**src/qds_pkg.sv**
```systemverilog
`timescale 1ns / 1ps
`default_nettype none
// ----------------------------------------------------------------------------
// qds_pkg: shared types and constants of the quadrature decoder
// Widths, action and register codes, the transition table, item structs.
// ----------------------------------------------------------------------------
package qds_pkg;

   localparam int HISTORY_DEPTH = 1024;
   localparam int PTR_W         = $clog2(HISTORY_DEPTH);
   localparam int FILL_W        = PTR_W + 1;

   localparam int ACTION_W   = 2;
   localparam int TIME_W     = 48;
   localparam int POS_W      = 32;
   localparam int ERR_W      = 31;
   localparam int LOOKBACK_W = 10;
   localparam int WINDOW_W   = 24;
   localparam int LB_CMP_W   = ((LOOKBACK_W > PTR_W) ? LOOKBACK_W : PTR_W) + 1;

   localparam int SCALE_W = 20;
   localparam int PROD_W  = POS_W + SCALE_W;
   localparam int QUO_W   = 32;
   localparam int REM_W   = WINDOW_W + 1;
   localparam int CNT_W   = $clog2(QUO_W);

   localparam int CSR_DATA_W = 32;
   localparam int CSR_ADDR_W = 3;

   localparam logic [LOOKBACK_W-1:0] LOOKBACK_RESET = 10'd50;
   localparam logic [WINDOW_W-1:0]   WINDOW_RESET   = 24'd100000;
   localparam logic [ERR_W-1:0]      ERR_MAX        = {ERR_W{1'b1}};
   localparam logic [SCALE_W-1:0]    US_PER_SEC     = 20'd1000000;
   localparam logic [POS_W-1:0]      SPEED_MAX      = 32'h7FFF_FFFF;
   localparam logic [POS_W-1:0]      SPEED_MIN      = 32'h8000_0000;

   // action codes of an input item
   localparam logic [ACTION_W-1:0] ACTION_SAMPLE = 2'd0;
   localparam logic [ACTION_W-1:0] ACTION_ZERO   = 2'd1;
   localparam logic [ACTION_W-1:0] ACTION_RESYNC = 2'd2;
   localparam logic [ACTION_W-1:0] ACTION_NOP    = 2'd3;

   // register indexes
   localparam logic REG_LOOKBACK = 1'b0;
   localparam logic REG_WINDOW   = 1'b1;

   // step codes from the transition table
   localparam logic [1:0] STEP_NONE    = 2'd0;
   localparam logic [1:0] STEP_UP      = 2'd1;
   localparam logic [1:0] STEP_DOWN    = 2'd2;
   localparam logic [1:0] STEP_ILLEGAL = 2'd3;

   typedef struct packed {
      logic [LOOKBACK_W-1:0] lookback;
      logic [WINDOW_W-1:0]   window;
   } cfg_type;

   typedef struct packed {
      logic [ACTION_W-1:0] action;
      logic [1:0]          ab;
      logic [TIME_W-1:0]   time_us;
   } item_type;

   typedef struct packed {
      logic [POS_W-1:0]  pos;
      logic [TIME_W-1:0] time_us;
   } ring_type;

   // previous {A,B} against current {A,B}
   function automatic logic [1:0] step_lookup(input logic [1:0] prev_ab,
                                              input logic [1:0] cur_ab);
      logic [1:0] step;
      case ({prev_ab, cur_ab})
         4'b00_00: step = STEP_NONE;
         4'b00_01: step = STEP_DOWN;
         4'b00_10: step = STEP_UP;
         4'b00_11: step = STEP_ILLEGAL;
         4'b01_00: step = STEP_UP;
         4'b01_01: step = STEP_NONE;
         4'b01_10: step = STEP_ILLEGAL;
         4'b01_11: step = STEP_DOWN;
         4'b10_00: step = STEP_DOWN;
         4'b10_01: step = STEP_ILLEGAL;
         4'b10_10: step = STEP_NONE;
         4'b10_11: step = STEP_UP;
         4'b11_00: step = STEP_ILLEGAL;
         4'b11_01: step = STEP_UP;
         4'b11_10: step = STEP_DOWN;
         default:  step = STEP_NONE;
      endcase
      return step;
   endfunction

endpackage
`default_nettype wire

```
**src/qds_csr.sv**
```systemverilog
`timescale 1ns / 1ps
`default_nettype none
// ----------------------------------------------------------------------------
// qds_csr: configuration registers
// APB-style write and read of the lookback and window registers.
// ----------------------------------------------------------------------------
module qds_csr import qds_pkg::*; (
   input  wire logic                  clock,
   input  wire logic                  reset,
   input  wire logic                  csr_psel,
   input  wire logic                  csr_penable,
   input  wire logic                  csr_pwrite,
   input  wire logic [CSR_ADDR_W-1:0] csr_paddr,
   input  wire logic [CSR_DATA_W-1:0] csr_pwdata,
   output logic      [CSR_DATA_W-1:0] csr_prdata,
   output logic                       csr_pready,
   output cfg_type                    cfg
);

   logic                  reg_index;
   logic                  write_en;
   logic [LOOKBACK_W-1:0] lookback_ff;
   logic [WINDOW_W-1:0]   window_ff;

   assign reg_index  = csr_paddr[CSR_ADDR_W-1];
   assign write_en   = csr_psel & csr_penable & csr_pwrite;
   assign csr_pready = 1'b1;

   always_ff @(posedge clock) begin
      if (reset) begin
         lookback_ff <= LOOKBACK_RESET;
         window_ff   <= WINDOW_RESET;
      end else if (write_en) begin
         case (reg_index)
            REG_LOOKBACK: lookback_ff <= csr_pwdata[LOOKBACK_W-1:0];
            REG_WINDOW:   window_ff   <= csr_pwdata[WINDOW_W-1:0];
            default:      lookback_ff <= lookback_ff;
         endcase
      end
   end

   always_comb begin
      case (reg_index)
         REG_LOOKBACK: csr_prdata = CSR_DATA_W'(lookback_ff);
         REG_WINDOW:   csr_prdata = CSR_DATA_W'(window_ff);
         default:      csr_prdata = '0;
      endcase
   end

   assign cfg.lookback = lookback_ff;
   assign cfg.window   = window_ff;

endmodule
`default_nettype wire

```
**config.mk**
```make
export PLATFORM = sky130hd
export DESIGN_NAME = qds_csr
export DESIGN_NICKNAME = d
export VERILOG_FILES = /design/src/qds_pkg.sv /design/src/qds_csr.sv
export SDC_FILE = /design/constraint.sdc
export NUM_CORES = 1
export LEC_CHECK = 0
export CORE_MARGIN = 5
export CORE_UTILIZATION = 62
export DETAILED_ROUTE_END_ITERATION = 6
export DONT_BUFFER_PORTS = 1
export PLACE_DENSITY = 0.78
export SLEW_MARGIN = 5
export SYNTH_ARGS = -nofsm -noshare
export SYNTH_HDL_FRONTEND = slang
export SYNTH_SLANG_ARGS = --single-unit
```
**constraint.sdc**
```tcl
create_clock -name clock -period 1 [get_ports clock]
set_input_delay 0.05 -clock clock [delete_from_list [all_inputs] [get_ports clock]]
set_output_delay 0.05 -clock clock [all_outputs]
set_load 0.1 [all_outputs]
```
==> results.sh, run 1 <==
export IMPL_firstError="[ERROR DPL-0038] Utilization greater than 100%, impossible to legalize"
export IMPL_ys_async_sr_fraction_pct=0
export IMPL_placed_area_um2=2130
export IMPL_gp_congestion=0.688
export IMPL_clock_path_buffers=2
export IMPL_die_h_um=63.6
export IMPL_fp_row_count=19
export IMPL_seq_area_frac_synth_pct=38.1
export IMPL_lastStage="5_1_grt"
export IMPL_htreeDepth=2
export IMPL_dp_hpwl_um=2890
export IMPL_synth_top_area_share_pct=38.1
export IMPL_grt_max_degree=63
export IMPL_ys_types=16
export IMPL_clock_root_buffer="clkbuf_4"
export IMPL_endpoint_type="primary output"
export IMPL_ys_ff_latch=34
export IMPL_cts_sinks=34
export IMPL_netlist_area_um2=1780
export IMPL_status="did not finish"
export IMPL_grt_worst_setup_endpoint="csr_prdata[9]"
export IMPL_io_pin_count=107
export IMPL_syn_inst=183
export IMPL_die_x_um=63.6
export IMPL_yosysMostFrequentCell="nand2b_1"
export IMPL_ys_top_cells_by_count="nand2b_1 (45), dfxtp_1 (34), mux2i_1 (34)"
export IMPL_port_buffers=0
export IMPL_synth_area_leaders="dfxtp_1 (38%), mux2i_1 (19%), nand2b_1 (16%), mux2_2 (6.3%), and2_1 (4.9%)"
export IMPL_cts_made_buffers=5
export IMPL_avgSynthCellArea_um2=9.75
export IMPL_yosysWarnings=0
export IMPL_yosys_area_top_type="dfxtp_1"
export IMPL_postCtsSetupBuffers=0
export IMPL_synth_ff_type="dfxtp_1"
export IMPL_post_place_ws_ns=0.0987
export IMPL_initial_core_util_pct=64.7
export IMPL_synth_edf_count=0
==> stage by stage <==
step	utilization, %	std cells
after CTS	89.6	257
after global placement	77.2	232
after floorplan	-	190
after detailed placement	77.2	232
==> repair_timing <==
| action | CTS |
|---|---|
| endpoints found under the hold margin | 34 |
| endpoints found under the setup margin | 58 |
| hold buffers | 18 |
| gates resized for setup | 31 |
==> cells by family after synthesis <==
| family | count (synthesis) | share of synthesized area, % |
|---|---|---|
| other | 2 | 0.421 |
| flip-flops | 34 | 38.1 |
| multiplexers | 44 | 25.4 |
| buffers and inverters | 23 | 9.75 |
| AND/OR/NAND/NOR | 80 | 26.3 |
==> inputs of run 2 (changes only) <==
--- a/config.mk
+++ b/config.mk
@@ -6,10 +6,10 @@
 export NUM_CORES = 1
 export LEC_CHECK = 0
 export CORE_MARGIN = 5
-export CORE_UTILIZATION = 62
+export CORE_UTILIZATION = 40
 export DETAILED_ROUTE_END_ITERATION = 6
 export DONT_BUFFER_PORTS = 1
-export PLACE_DENSITY = 0.78
+export PLACE_DENSITY_LB_ADDON = 0.15
 export SLEW_MARGIN = 5
 export SYNTH_ARGS = -nofsm -noshare
 export SYNTH_HDL_FRONTEND = slang
==> results.sh, run 2 <==
export IMPL_status="finished, violations left"
export IMPL_violations="negative hold slack, negative setup slack"
export IMPL_grt_usage_pct=14.1
export IMPL_areaGrowthSynthToFinish_pct=40.9
export IMPL_initial_core_util_pct=41.0
export IMPL_port_buffers=0
export IMPL_fin_ws_ns=-0.108
export IMPL_grt_pass1_wl_um=6910
export IMPL_grt_max_degree=63
export IMPL_skew_ns=0
export IMPL_period_needed_ns=1.11
export IMPL_antenna_found_initial=0
export IMPL_hp_class="in -> reg"
export IMPL_setup_violations=13
export IMPL_synth_ff_type="dfxtp_1"
export IMPL_arrival_ns=1.06
export IMPL_crit_path_end_kind="output pin"
export IMPL_startpoint="lookback_ff[4]"
export IMPL_rsz0062_at_grt="true"
export IMPL_netlist_area_um2=1780
export IMPL_post_route_period_util_pct=111
export IMPL_tritoncts="done"
export IMPL_first_pass_iters=4
export IMPL_drive_gt1_share_pct=44.0
export IMPL_p_leak_nw=1.04
export IMPL_core_area_um2=4350
export IMPL_worstRegToRegCells=3
export IMPL_ys_async_sr_fraction_pct=0
export IMPL_avgSynthCellArea_um2=9.75
export IMPL_seq_area_frac_synth_pct=38.1
export IMPL_ys_ff_latch=34
export IMPL_whs_ns=-0.0657
export IMPL_vias=1368
export IMPL_clock_latency_ns=0.27
export IMPL_io_pin_count=107
export IMPL_ys_types=16
export IMPL_cts_made_buffers=5
export IMPL_dp_hpwl_um=2940
export IMPL_synth_edf_count=0
export IMPL_yosysMostFrequentCell="nand2b_1"
export IMPL_die_area_um2=5900
export IMPL_synth_top_area_share_pct=38.1
export IMPL_fp_row_count=24
export IMPL_gp_congestion=0.702
export IMPL_hold_viol_final=34
export IMPL_final_common_cell="nand2b_1"
export IMPL_stdcell_area_um2=2510
export IMPL_ant_nets=0
export IMPL_path_cells="mux2_4 -> buf_12"
export IMPL_wl_per_cell_um=14.5
export IMPL_clock_path_buffers=2
export IMPL_powerDensity_nw_per_um2=1260
export IMPL_required_ns=0.95
export IMPL_cts_sinks=34
export IMPL_wirelength_um=4150
export IMPL_r2r_slack_ns=0.23
export IMPL_endpoint="csr_prdata[4]"
export IMPL_r2r_start="lookback_ff[4]"
export IMPL_gr_total_overflow=0
export IMPL_yosysWarnings=0
export IMPL_antenna_cells=0
export IMPL_start_kind="flip-flop"
export IMPL_regMostFlops="window_ff"
export IMPL_syn_inst=183
export IMPL_slew_violations=0
export IMPL_largest_registers="window_ff: 24 flops, lookback_ff: 10 flops"
export IMPL_cap_violations=0
export IMPL_die_x_um=76.8
export IMPL_nNetsFinal=273
export IMPL_first_iter_violations=47
export IMPL_yosys_area_top_type="dfxtp_1"
export IMPL_viasPerCell=4.78
export IMPL_max_stage_delay_ns=0.34
export IMPL_post_place_ws_ns=0.133
export IMPL_mostFrequentLayoutCells="nand2b_1 (45), buf_4 (35), mux2i_1 (34)"
export IMPL_placed_area_um2=2190
export IMPL_setup_worst_path_class="reg -> out"
export IMPL_htreeDepth=2
export IMPL_die_h_um=76.8
export IMPL_cp_max_fo=2
export IMPL_largest_reg_flops=24
export IMPL_setup_tns_final_ns=-0.826
export IMPL_vdd_drop_max_mv=0.848
export IMPL_grt_pass1_vias=1456
export IMPL_timing_fmax_mhz=902
export IMPL_post_route_util_pct=57.7
export IMPL_clk_pin_slew_ns=0.07
export IMPL_clock_root_buffer="clkbuf_8"
export IMPL_reg2reg_to="lookback_ff[4]"
export IMPL_synth_area_leaders="dfxtp_1 (38%), mux2i_1 (19%), nand2b_1 (16%), mux2_2 (6.3%), and2_1 (4.9%)"
export IMPL_ys_top_cells_by_count="nand2b_1 (45), dfxtp_1 (34), mux2i_1 (34)"
export IMPL_slowest_stage="dfxtp_4"
export IMPL_drc=0
-- run 2: worst min-delay path by stage --
stage,cells past startpoint,slack (ns),end,start
2_1_floorplan,2,0.19,lookback_ff[7],csr_pwdata[7]
3_3_place_gp,2,0.20,lookback_ff[9],csr_pwdata[9]
3_5_place_dp,2,0.20,window_ff[23],csr_pwdata[23]
4_1_cts,2,-0.07,window_ff[10],reset
5_1_grt,2,-0.06,window_ff[3],reset
6_report,2,-0.07,window_ff[10],reset
-- run 2: stage by stage --
step	power (mW)	instances
6_report	3.18	286
3_3_place_gp	2.20	255
2_1_floorplan	2.21	190
5_1_grt	3.31	286
3_5_place_dp	2.21	255
4_1_cts	3.24	284
-- run 2: critical path, delay by kind of cell (launching register included) --
family / cells / cell delay, ns
flip-flops: 1 / 0.34
multiplexers: 1 / 0.28
buffers and inverters: 1 / 0.17
-- run 2: cells by family (layout without fill, tap and decap cells) --
family                 Yosys count  in the layout  synth area share [%]
and+or+nand+nor                 80             80                  26.3
muxes                           44             44                  25.4
DFF                             34             34                  38.1
buffers and inverters           23             67                  9.75
other                            2              9                 0.421
-- run 2: repair_timing --
item                                    CTS  global route
gates resized for setup                   2             1
pin swaps                                 1             2
endpoints found under the hold margin    34            34
hold buffers                             19             2
endpoints found under the setup margin   24            25
buffers inserted                          2             0
-- run 2: area by class of cell --
class	count	area, um2
fill	368	1840
tap	52	65.1
sequential	34	806
clock inverter	2	8.76
timing repair buffer	59	533
multi-input combinational	133	1030
clock buffer	6	72.6
-- run 2: report_power, final --
group          internal (mW)  switching (mW)  leakage (nW)  total [mW]
registers               1.32          0.0228         0.294        1.34
logic                  0.232           0.679         0.705       0.911
clock network          0.478           0.451        0.0426       0.928
-- run 2: layer usage --
layer,wire length [um],GRT usage (%)
met3,350,5.27
met4,14,4.72
met5,0,0
met2,2150,26.5
met1,1640,14.1
Power figures use the tool's default switching activity.
