--- src/qds_pkg.sv ---
`timescale 1ns / 1ps
`default_nettype none
// ----------------------------------------------------------------------------
// qds_pkg: shared types and constants of the quadrature decoder
// Widths, action and register codes, the transition table, item structs.
// ----------------------------------------------------------------------------
package qds_pkg;

   localparam int HISTORY_DEPTH = 1024;
   localparam int PTR_W         = $clog2(HISTORY_DEPTH);
   localparam int FILL_W        = PTR_W + 1;

   localparam int ACTION_W   = 2;
   localparam int TIME_W     = 48;
   localparam int POS_W      = 32;
   localparam int ERR_W      = 31;
   localparam int LOOKBACK_W = 10;
   localparam int WINDOW_W   = 24;
   localparam int LB_CMP_W   = ((LOOKBACK_W > PTR_W) ? LOOKBACK_W : PTR_W) + 1;

   localparam int SCALE_W = 20;
   localparam int PROD_W  = POS_W + SCALE_W;
   localparam int QUO_W   = 32;
   localparam int REM_W   = WINDOW_W + 1;
   localparam int CNT_W   = $clog2(QUO_W);

   localparam int CSR_DATA_W = 32;
   localparam int CSR_ADDR_W = 3;

   localparam logic [LOOKBACK_W-1:0] LOOKBACK_RESET = 10'd50;
   localparam logic [WINDOW_W-1:0]   WINDOW_RESET   = 24'd100000;
   localparam logic [ERR_W-1:0]      ERR_MAX        = {ERR_W{1'b1}};
   localparam logic [SCALE_W-1:0]    US_PER_SEC     = 20'd1000000;
   localparam logic [POS_W-1:0]      SPEED_MAX      = 32'h7FFF_FFFF;
   localparam logic [POS_W-1:0]      SPEED_MIN      = 32'h8000_0000;

   // action codes of an input item
   localparam logic [ACTION_W-1:0] ACTION_SAMPLE = 2'd0;
   localparam logic [ACTION_W-1:0] ACTION_ZERO   = 2'd1;
   localparam logic [ACTION_W-1:0] ACTION_RESYNC = 2'd2;
   localparam logic [ACTION_W-1:0] ACTION_NOP    = 2'd3;

   // register indexes
   localparam logic REG_LOOKBACK = 1'b0;
   localparam logic REG_WINDOW   = 1'b1;

   // step codes from the transition table
   localparam logic [1:0] STEP_NONE    = 2'd0;
   localparam logic [1:0] STEP_UP      = 2'd1;
   localparam logic [1:0] STEP_DOWN    = 2'd2;
   localparam logic [1:0] STEP_ILLEGAL = 2'd3;

   typedef struct packed {
      logic [LOOKBACK_W-1:0] lookback;
      logic [WINDOW_W-1:0]   window;
   } cfg_type;

   typedef struct packed {
      logic [ACTION_W-1:0] action;
      logic [1:0]          ab;
      logic [TIME_W-1:0]   time_us;
   } item_type;

   typedef struct packed {
      logic [POS_W-1:0]  pos;
      logic [TIME_W-1:0] time_us;
   } ring_type;

   // previous {A,B} against current {A,B}
   function automatic logic [1:0] step_lookup(input logic [1:0] prev_ab,
                                              input logic [1:0] cur_ab);
      logic [1:0] step;
      case ({prev_ab, cur_ab})
         4'b00_00: step = STEP_NONE;
         4'b00_01: step = STEP_DOWN;
         4'b00_10: step = STEP_UP;
         4'b00_11: step = STEP_ILLEGAL;
         4'b01_00: step = STEP_UP;
         4'b01_01: step = STEP_NONE;
         4'b01_10: step = STEP_ILLEGAL;
         4'b01_11: step = STEP_DOWN;
         4'b10_00: step = STEP_DOWN;
         4'b10_01: step = STEP_ILLEGAL;
         4'b10_10: step = STEP_NONE;
         4'b10_11: step = STEP_UP;
         4'b11_00: step = STEP_ILLEGAL;
         4'b11_01: step = STEP_UP;
         4'b11_10: step = STEP_DOWN;
         default:  step = STEP_NONE;
      endcase
      return step;
   endfunction

endpackage
`default_nettype wire

--- src/qds_ifs.sv ---
`timescale 1ns / 1ps
`default_nettype none
// ----------------------------------------------------------------------------
// qds channels: valid/ready interfaces of the decoder
// Request channel carries one sample or command, response one result.
// ----------------------------------------------------------------------------
interface qds_req_if import qds_pkg::*; ();
   logic                valid;
   logic                ready;
   logic [ACTION_W-1:0] action;
   logic                level_a;
   logic                level_b;
   logic [TIME_W-1:0]   time_us;

   modport source (output valid, action, level_a, level_b, time_us, input ready);
   modport sink   (input valid, action, level_a, level_b, time_us, output ready);
endinterface

`default_nettype wire

--- src/qds_front.sv ---
`timescale 1ns / 1ps
`default_nettype none
// ----------------------------------------------------------------------------
// qds_front: request intake
// Accept items, pack them and hold them in a two-entry queue.
// ----------------------------------------------------------------------------
module qds_front import qds_pkg::*; (
   input  wire logic clock,
   input  wire logic reset,
   qds_req_if.sink   req_if,
   input  wire logic q_pop,
   output logic      q_valid,
   output item_type  q_item
);

   item_type   queue_ff [2];
   logic       wr_ptr_ff;
   logic       rd_ptr_ff;
   logic [1:0] count_ff;
   logic       push;
   item_type   item_in;

   assign req_if.ready = (count_ff != 2'd2);
   assign push         = req_if.valid & req_if.ready;
   assign q_valid      = (count_ff != 2'd0);
   assign q_item       = queue_ff[rd_ptr_ff];

   assign item_in.action  = req_if.action;
   assign item_in.ab      = {req_if.level_a, req_if.level_b};
   assign item_in.time_us = req_if.time_us;

   always_ff @(posedge clock) begin
      if (push) begin
         queue_ff[wr_ptr_ff] <= item_in;
      end
   end

   always_ff @(posedge clock) begin
      if (reset) begin
         wr_ptr_ff <= 1'b0;
         rd_ptr_ff <= 1'b0;
         count_ff  <= 2'd0;
      end else begin
         if (push) begin
            wr_ptr_ff <= ~wr_ptr_ff;
         end
         if (q_pop) begin
            rd_ptr_ff <= ~rd_ptr_ff;
         end
         case ({push, q_pop})
            2'b10:   count_ff <= count_ff + 2'd1;
            2'b01:   count_ff <= count_ff - 2'd1;
            default: count_ff <= count_ff;
         endcase
      end
   end

endmodule
`default_nettype wire

--- src/flat_wrapper.sv ---
// flat-port wrapper written by rule: the top's interface ports become plain ports
module qds_front_flat import qds_pkg::*;
  (clock, reset, q_pop, q_valid, q_item, req_if_valid, req_if_action, req_if_level_a, req_if_level_b, req_if_time_us, req_if_ready);
  qds_req_if req_if_i ();
  input  wire logic clock;
  input  wire logic reset;
  input  wire logic q_pop;
  output logic q_valid;
  output item_type q_item;
  input wire logic [$bits(req_if_i.valid)-1:0] req_if_valid;
  input wire logic [$bits(req_if_i.action)-1:0] req_if_action;
  input wire logic [$bits(req_if_i.level_a)-1:0] req_if_level_a;
  input wire logic [$bits(req_if_i.level_b)-1:0] req_if_level_b;
  input wire logic [$bits(req_if_i.time_us)-1:0] req_if_time_us;
  output wire logic [$bits(req_if_i.ready)-1:0] req_if_ready;
  assign req_if_i.valid = req_if_valid;
  assign req_if_i.action = req_if_action;
  assign req_if_i.level_a = req_if_level_a;
  assign req_if_i.level_b = req_if_level_b;
  assign req_if_i.time_us = req_if_time_us;
  assign req_if_ready = req_if_i.ready;
  qds_front u_core (.clock(clock), .reset(reset), .req_if(req_if_i), .q_pop(q_pop), .q_valid(q_valid), .q_item(q_item));
endmodule
--- config.mk ---
export PLATFORM = sky130hd
export DESIGN_NAME = qds_front_flat
export DESIGN_NICKNAME = d
export VERILOG_FILES = /design/src/qds_pkg.sv /design/src/qds_ifs.sv /design/src/qds_front.sv /design/src/flat_wrapper.sv
export SDC_FILE = /design/constraint.sdc
export NUM_CORES = 1
export LEC_CHECK = 0
export BUFFER_PORTS_ARGS = -buffer_cell sky130_fd_sc_hd__clkbuf_2
export CORE_MARGIN = 2
export CORE_UTILIZATION = 51
export CTS_BUF_LIST = sky130_fd_sc_hd__clkbuf_16
export DETAILED_ROUTE_END_ITERATION = 10
export PLACE_DENSITY = 0.82
export SYNTH_ARGS = -nofsm -noshare
export SYNTH_HDL_FRONTEND = slang
export SYNTH_SLANG_ARGS = --single-unit
--- constraint.sdc ---
create_clock -name clock -period 2.95 [get_ports clock]
set_input_delay 0.7375 -clock clock [delete_from_list [all_inputs] [get_ports clock]]
set_output_delay 0.7375 -clock clock [all_outputs]
set_load 0.01 [all_outputs]
==> impl_results.md, run 1 <==
* Critical path required time at 2.21 ns
* Initial antenna violation count at 0
* Mux cell area share after synthesis at 14.8%
* Post-Synthesis Cells at 185
* Quantity of hold-fixing buffers added after cts at 0
* Predominant post-synthesis flop cell: sky130_fd_sc_hd__edfxtp_1
* Count of warnings emitted by yosys at 0
* Critical Path Sink Type: output port
* Number of nets in the synthesized netlist at 242
* Overall die area at 8480 um^2
* Drt pass-1 iters at 4
* Cell chosen for the clock root: sky130_fd_sc_hd__clkbuf_16
* Cell accounting for the most synthesized area: sky130_fd_sc_hd__edfxtp_1
* Critical path's largest stage delay at 0.40 ns
* Maximum fanout encountered on the critical timing path at 28
* Final Wtd Congestion at 0.706
* First-iteration detailed-routing DRC count at 83
* Initial Utilization at 52.0%
* Xor and xnor area share after synthesis at 0.664%
* Leading cell types by total area after synthesis: sky130_fd_sc_hd__edfxtp_1 (79%), sky130_fd_sc_hd__mux2_2 (9.1%), sky130_fd_sc_hd__mux2_1 (5.7%)
* Status: finished, final reports clean
* Max Root-Sink Buffers at 2
* Largest family of logic cells by synthesized area: multiplexers
* Layout cell share with drive strength beyond 1 at 52.8%
* Final setup violation count at 0
* Placed cell area at 4660 um^2
* Cell leakage power at 1.89 nW
* Core outline area at 7610 um^2
* Maximum number of pins on one net before global-route repair at 32
* Simple-gate share of the synthesized area at 1.27%
* H-tree depth at 3
* Clock-pin slew on the worst setup and hold paths at 0.06 ns
* # DRC at 0
* CTS tree: built
* Number of clock sinks at 109
* Routed Antenna Nets at 0
* Ordered list of cells on the worst path: buf_4 -> mux2_2 -> clkbuf_2
* Worst slack after detailed placement at 0.880 ns
* Top cell types by occurrence after synthesis: sky130_fd_sc_hd__edfxtp_1 (104), sky130_fd_sc_hd__mux2_2 (32), sky130_fd_sc_hd__mux2_1 (20)
* TritonCTS buffer count at 9
* Vias in the first global route at 2,042
* Slew HR at 61.5%
* Minimum clock period after layout at 2.26 ns
* Compound-cell area share of the yosys netlist at 0.633%
* Number of vias per cell after detailed routing at 4.94
* Number of nets in the final layout at 361
* Flop and latch count out of synthesis at 109
* Row Count at 32
* Global router's overall resource usage at 14.9%
* Wire length after detailed routing at 6.39 mm
* Peak supply drop at 0.000527 V
* Hold Path Cell Cnt at 2
* Antenna Cells at 0
* Setup repair after global routing missed its margin: false
* Vias post-DR at 2,032
* Power density over the cells at 705 nW/um^2
* Critical path's slowest cell: sky130_fd_sc_hd__mux2_2
* Floorplan die width at 92.1 um
* Number of top-level pins at 110
* Die height at 92.1 um
* Post-route fraction of the period consumed by the critical path at 76.5%
* Final Slew Violations at 0
* Type of the most critical hold path: flip-flop to flip-flop
* Total of cells resized after clock tree synthesis at 0
* HPWL reported at the end of detailed placement at 4.34 mm
* Port-buffer cells at 109
* Share of synthesized area occupied by flip-flops and latches at 81.5%
* Synthesized-area fraction occupied by adder cells at 0.316%
* Overflow left after global routing at 0
* Maximum clock frequency at 443 MHz
* Area of the mapped netlist at 3960 um^2
* Area share of the leading cell type in the synthesized netlist at 78.9%
* Max-capacitance violation count at 0
* Async set-or-reset flop fraction in the synthesized netlist at 0%
* Transition time at the pin with the least slew margin at 0.578 ns
* Area added between synthesis and finish at 25.0%
* Arrival time of the worst setup path at 1.52 ns
* Post-synthesis cell type count at 19
* Crit Path Category: flip-flop to output port
* Final core utilization at 65.0%
* Kind of start point of the critical path: flip-flop
* Final Skew at 0.00438 ns
* Total Neg Setup Slack at 0 ns
* Cell with the most instances after synthesis: sky130_fd_sc_hd__edfxtp_1
* Number of flops mapped to enable cells by yosys at 104
* Setup ws final at 0.694 ns
* Global-route wire length before repair at 9.44 mm
* Clk_lat worst skew at 0.34 ns
* Reg2reg path depth at 3
* Post-DR wirelength/cell at 15.5 um
* Final non-filler cell area at 4950 um^2
* Setup bufs post-CTS at 0
* Hold Violations, Final at 0
* Post-route worst hold slack at 0.522 ns
* Post-Syn Area per Cell at 21.4 um^2
[worst max-delay path, delay by kind of cell, from the launching register on]
kind	cells	cell delay [ns]
mux	1	0.40
flops	1	0.32
buf+inv	2	0.46
[layer usage]
metal  global-route usage (%)  part of all wire [%]  up-vias
li1                         -                     -      963
met1                     18.2                    42      990
met2                     24.4                    49       73
met3                     6.33                   7.2        6
met4                     4.48                   1.2        0
met5                        0                     0        -
[power by group]
| group | leakage, nW | internal, mW | switching, mW | total, mW |
|---|---|---|---|---|
| Clock | 0.139 | 0.644 | 0.482 | 1.13 |
| Sequential | 1.01 | 1.86 | 0.0333 | 1.89 |
| Combinational | 0.739 | 0.214 | 0.260 | 0.474 |
[cell type report]
class                           count  area, um^2
Multi-Input combinational cell     69         701
Fill cell                         556        2660
Clock buffer                        9         225
Tap cell                          102         128
Inverter                            1        3.75
Clock inverter                      7        57.6
Timing Repair Buffer              114         608
Sequential cell                   109        3220
[flip-flops by register name, indices dropped and copies added, names as in the netlist, named ones only]
signal,cells
u_core.count_ff,2
u_core.queue_ff,104
u_core.rd_ptr_ff,1
u_core.wr_ptr_ff,1
[path summary, 6_finish.rpt]
check	startpoint	to	slack [ns]
setup / recovery	flip-flop	q_item[43]	0.69
hold / removal	u_core.count_ff[1]$_SDFFE_PP0P_	u_core.count_ff[1]$_SDFFE_PP0P_	0.52
setup reg to reg	u_core.count_ff[0]$_SDFFE_PP0P_	u_core.queue_ff[1][25]$_DFFE_PP_	1.20
hold reg to reg	u_core.count_ff[1]$_SDFFE_PP0P_	u_core.count_ff[1]$_SDFFE_PP0P_	0.52
[per-stage QoR]
stage               power (mW)  cells
floorplan                 2.19    185
global placement          2.39    395
global route              3.63    411
finish                    3.49    411
CTS                       3.53    411
detailed placement        2.41    395
[cells by family after synthesis]
logic type | Yosys count
DFF | 109
xor gates and xnor gates | 3
adders and majority gates | 1
muxes | 52
AOI/OAI and AO/OA | 4
and+or+nand+nor | 9
buffers and inverters | 7
[cell usage in the layout (no fill, tap or decap), types with 3 or more instances in the layout]
master	n
sky130_fd_sc_hd__nor2_1	3
sky130_fd_sc_hd__clkinv_1	3
sky130_fd_sc_hd__mux2_2	32
sky130_fd_sc_hd__clkbuf_16	9
sky130_fd_sc_hd__dfxtp_1	4
sky130_fd_sc_hd__mux2_1	20
sky130_fd_sc_hd__buf_4	3
sky130_fd_sc_hd__edfxtp_1	104
sky130_fd_sc_hd__clkbuf_2	109
(Power assumes the default switching activity.)
==> run 2: changes to the inputs <==
clock period = 2.34 ns   (was 2.95 ns; I/O delays follow)
==> run 2 against run 1 <==
  * Clock power increased by 19%
  * Die area unchanged
  * Worst hold slack got worse by 0.087 ns
  * Non-clock buffer count increased by 1
  * Largest cell class unchanged
==> impl_results.md, run 2 (synthesis results as in run 1) <==
* Top library cells by usage in the layout, fill and taps aside: sky130_fd_sc_hd__clkbuf_2 (109), sky130_fd_sc_hd__edfxtp_1 (104), sky130_fd_sc_hd__mux2_2 (32)
* Overflow left after global routing at 0
* Total Neg Setup Slack at 0 ns
* Global router's overall resource usage at 16.0%
* Most common library cell in the layout ignoring fill and taps: sky130_fd_sc_hd__clkbuf_2
* Cell leakage power at 1.90 nW
* Cell chosen for the clock root: sky130_fd_sc_hd__clkbuf_16
* Slew HR at 70.9%
* Critical path required time at 1.75 ns
* Setup ws final at 0.183 ns
* Final Skew at 0.0104 ns
* HPWL reported at the end of detailed placement at 4.33 mm
* Layout cell share with drive strength beyond 1 at 53.5%
* Critical path's slowest cell: sky130_fd_sc_hd__buf_4
* Antenna Cells at 0
* TritonCTS buffer count at 9
* CTS tree: built
* Core outline area at 7610 um^2
* Die height at 92.1 um
* Vias in the first global route at 2,093
* Number of clock sinks at 109
* Total of cells resized after clock tree synthesis at 0
* Arrival time of the worst setup path at 1.57 ns
* Initial Utilization at 52.0%
* Regs by FF count: u_core.queue_ff x104, u_core.count_ff x2
* Hold Path Cell Cnt at 1
* Drt pass-1 iters at 4
* Number of top-level pins at 110
* Type of the most critical hold path: primary input to flip-flop
* Final Wtd Congestion at 0.714
* Flip-flop count of the largest register after layout at 104
* Filler cell count in the final layout at 566
* Peak supply drop at 0.000500 V
* Max Root-Sink Buffers at 2
* Reg2reg path depth at 3
* Maximum fanout encountered on the critical timing path at 32
* Transition time at the pin with the least slew margin at 0.436 ns
* Hold Violations, Final at 0
* # placed instances at 396
* Vias post-DR at 2,007
* Row Count at 32
* Kind of start point of the critical path: flip-flop
* Crit Path Category: flip-flop to output port
* Worst slack after detailed placement at 0.509 ns
* Minimum clock period after layout at 2.16 ns
* Number of nets in the final layout at 362
* Critical Path Sink Type: output port
* Global-route wire length before repair at 10.0 mm
* Final non-filler cell area at 4940 um^2
* Maximum clock frequency at 464 MHz
* Top register by number of flip-flops: u_core.queue_ff
* Final setup violation count at 0
* Max-capacitance violation count at 0
* Port-buffer cells at 109
* Setup repair after global routing missed its margin: false
* Final total power at 4.34 mW
* Final instance count without filler cells at 412
* Status: finished, final reports clean
* Quantity of hold-fixing buffers added after cts at 0
* Overall die area at 8480 um^2
* Area added between synthesis and finish at 24.9%
* Ordered list of cells on the worst path: buf_4 -> mux2_2 -> clkbuf_2
* Floorplan die width at 92.1 um
* Placed cell area at 4670 um^2
* Post-route worst hold slack at 0.435 ns
* Wire length after detailed routing at 6.50 mm
* Number of vias per cell after detailed routing at 4.87
* Post-DR wirelength/cell at 15.8 um
* Critical path's largest stage delay at 0.39 ns
* Initial antenna violation count at 0
* Final Slew Violations at 0
* # DRC at 0
* Power density over the cells at 878 nW/um^2
* Clk_lat worst skew at 0.34 ns
* Clock-pin slew on the worst setup and hold paths at 0.07 ns
* First-iteration detailed-routing DRC count at 65
* Maximum number of pins on one net before global-route repair at 33
* Post-route fraction of the period consumed by the critical path at 92.2%
* H-tree depth at 3
* Final core utilization at 65.0%
* Setup bufs post-CTS at 0
* Routed Antenna Nets at 0
## run 2: worst max-delay path: cells and delay by family (launching register included)
family | cells | cell delay [ns]
muxes | 1 | 0.39
buffers and inverters | 2 | 0.52
DFF | 1 | 0.32
## run 2: area by class of cell
| class | instances | area [um^2] | share of cell area (%) |
|---|---|---|---|
| flip-flops and latches | 109 | 3220 | 65.3 |
| multi-input cells | 69 | 701 | 14.2 |
| repair buffers | 115 | 616 | 12.5 |
| clock buffers | 9 | 225 | 4.56 |
| well taps | 102 | 128 | 2.58 |
| clock inverters | 7 | 43.8 | 0.886 |
| inverters | 1 | 3.75 | 0.0760 |
## run 2: where the power goes
| group | switching, mW | total, mW | internal [mW] |
|---|---|---|---|
| clock | 0.636 | 1.35 | 0.717 |
| combinational | 0.327 | 0.600 | 0.273 |
| sequential | 0.0438 | 2.38 | 2.34 |
## run 2: metal layers
layer  share of wire (%)  vias to the layer above  track usage [%]
met4                0.97                        0             6.59
met5                   0                        -                0
met2                  51                       75             27.2
li1                    -                      965                -
met3                 6.4                        8             5.51
met1                  42                      959             18.7
## run 2: final timing paths
check	start	end	slack [ns]
setup reg to reg	u_core.count_ff[0]$_SDFFE_PP0P_	u_core.queue_ff[1][5]$_DFFE_PP_	0.65
setup / recovery	flip-flop	q_item[18]	0.18
hold reg to reg	u_core.rd_ptr_ff$_SDFFE_PP0P_	flip-flop	0.54
hold / removal	req_if_time_us[0]	u_core.queue_ff[0][0]$_DFFE_PP_	0.43
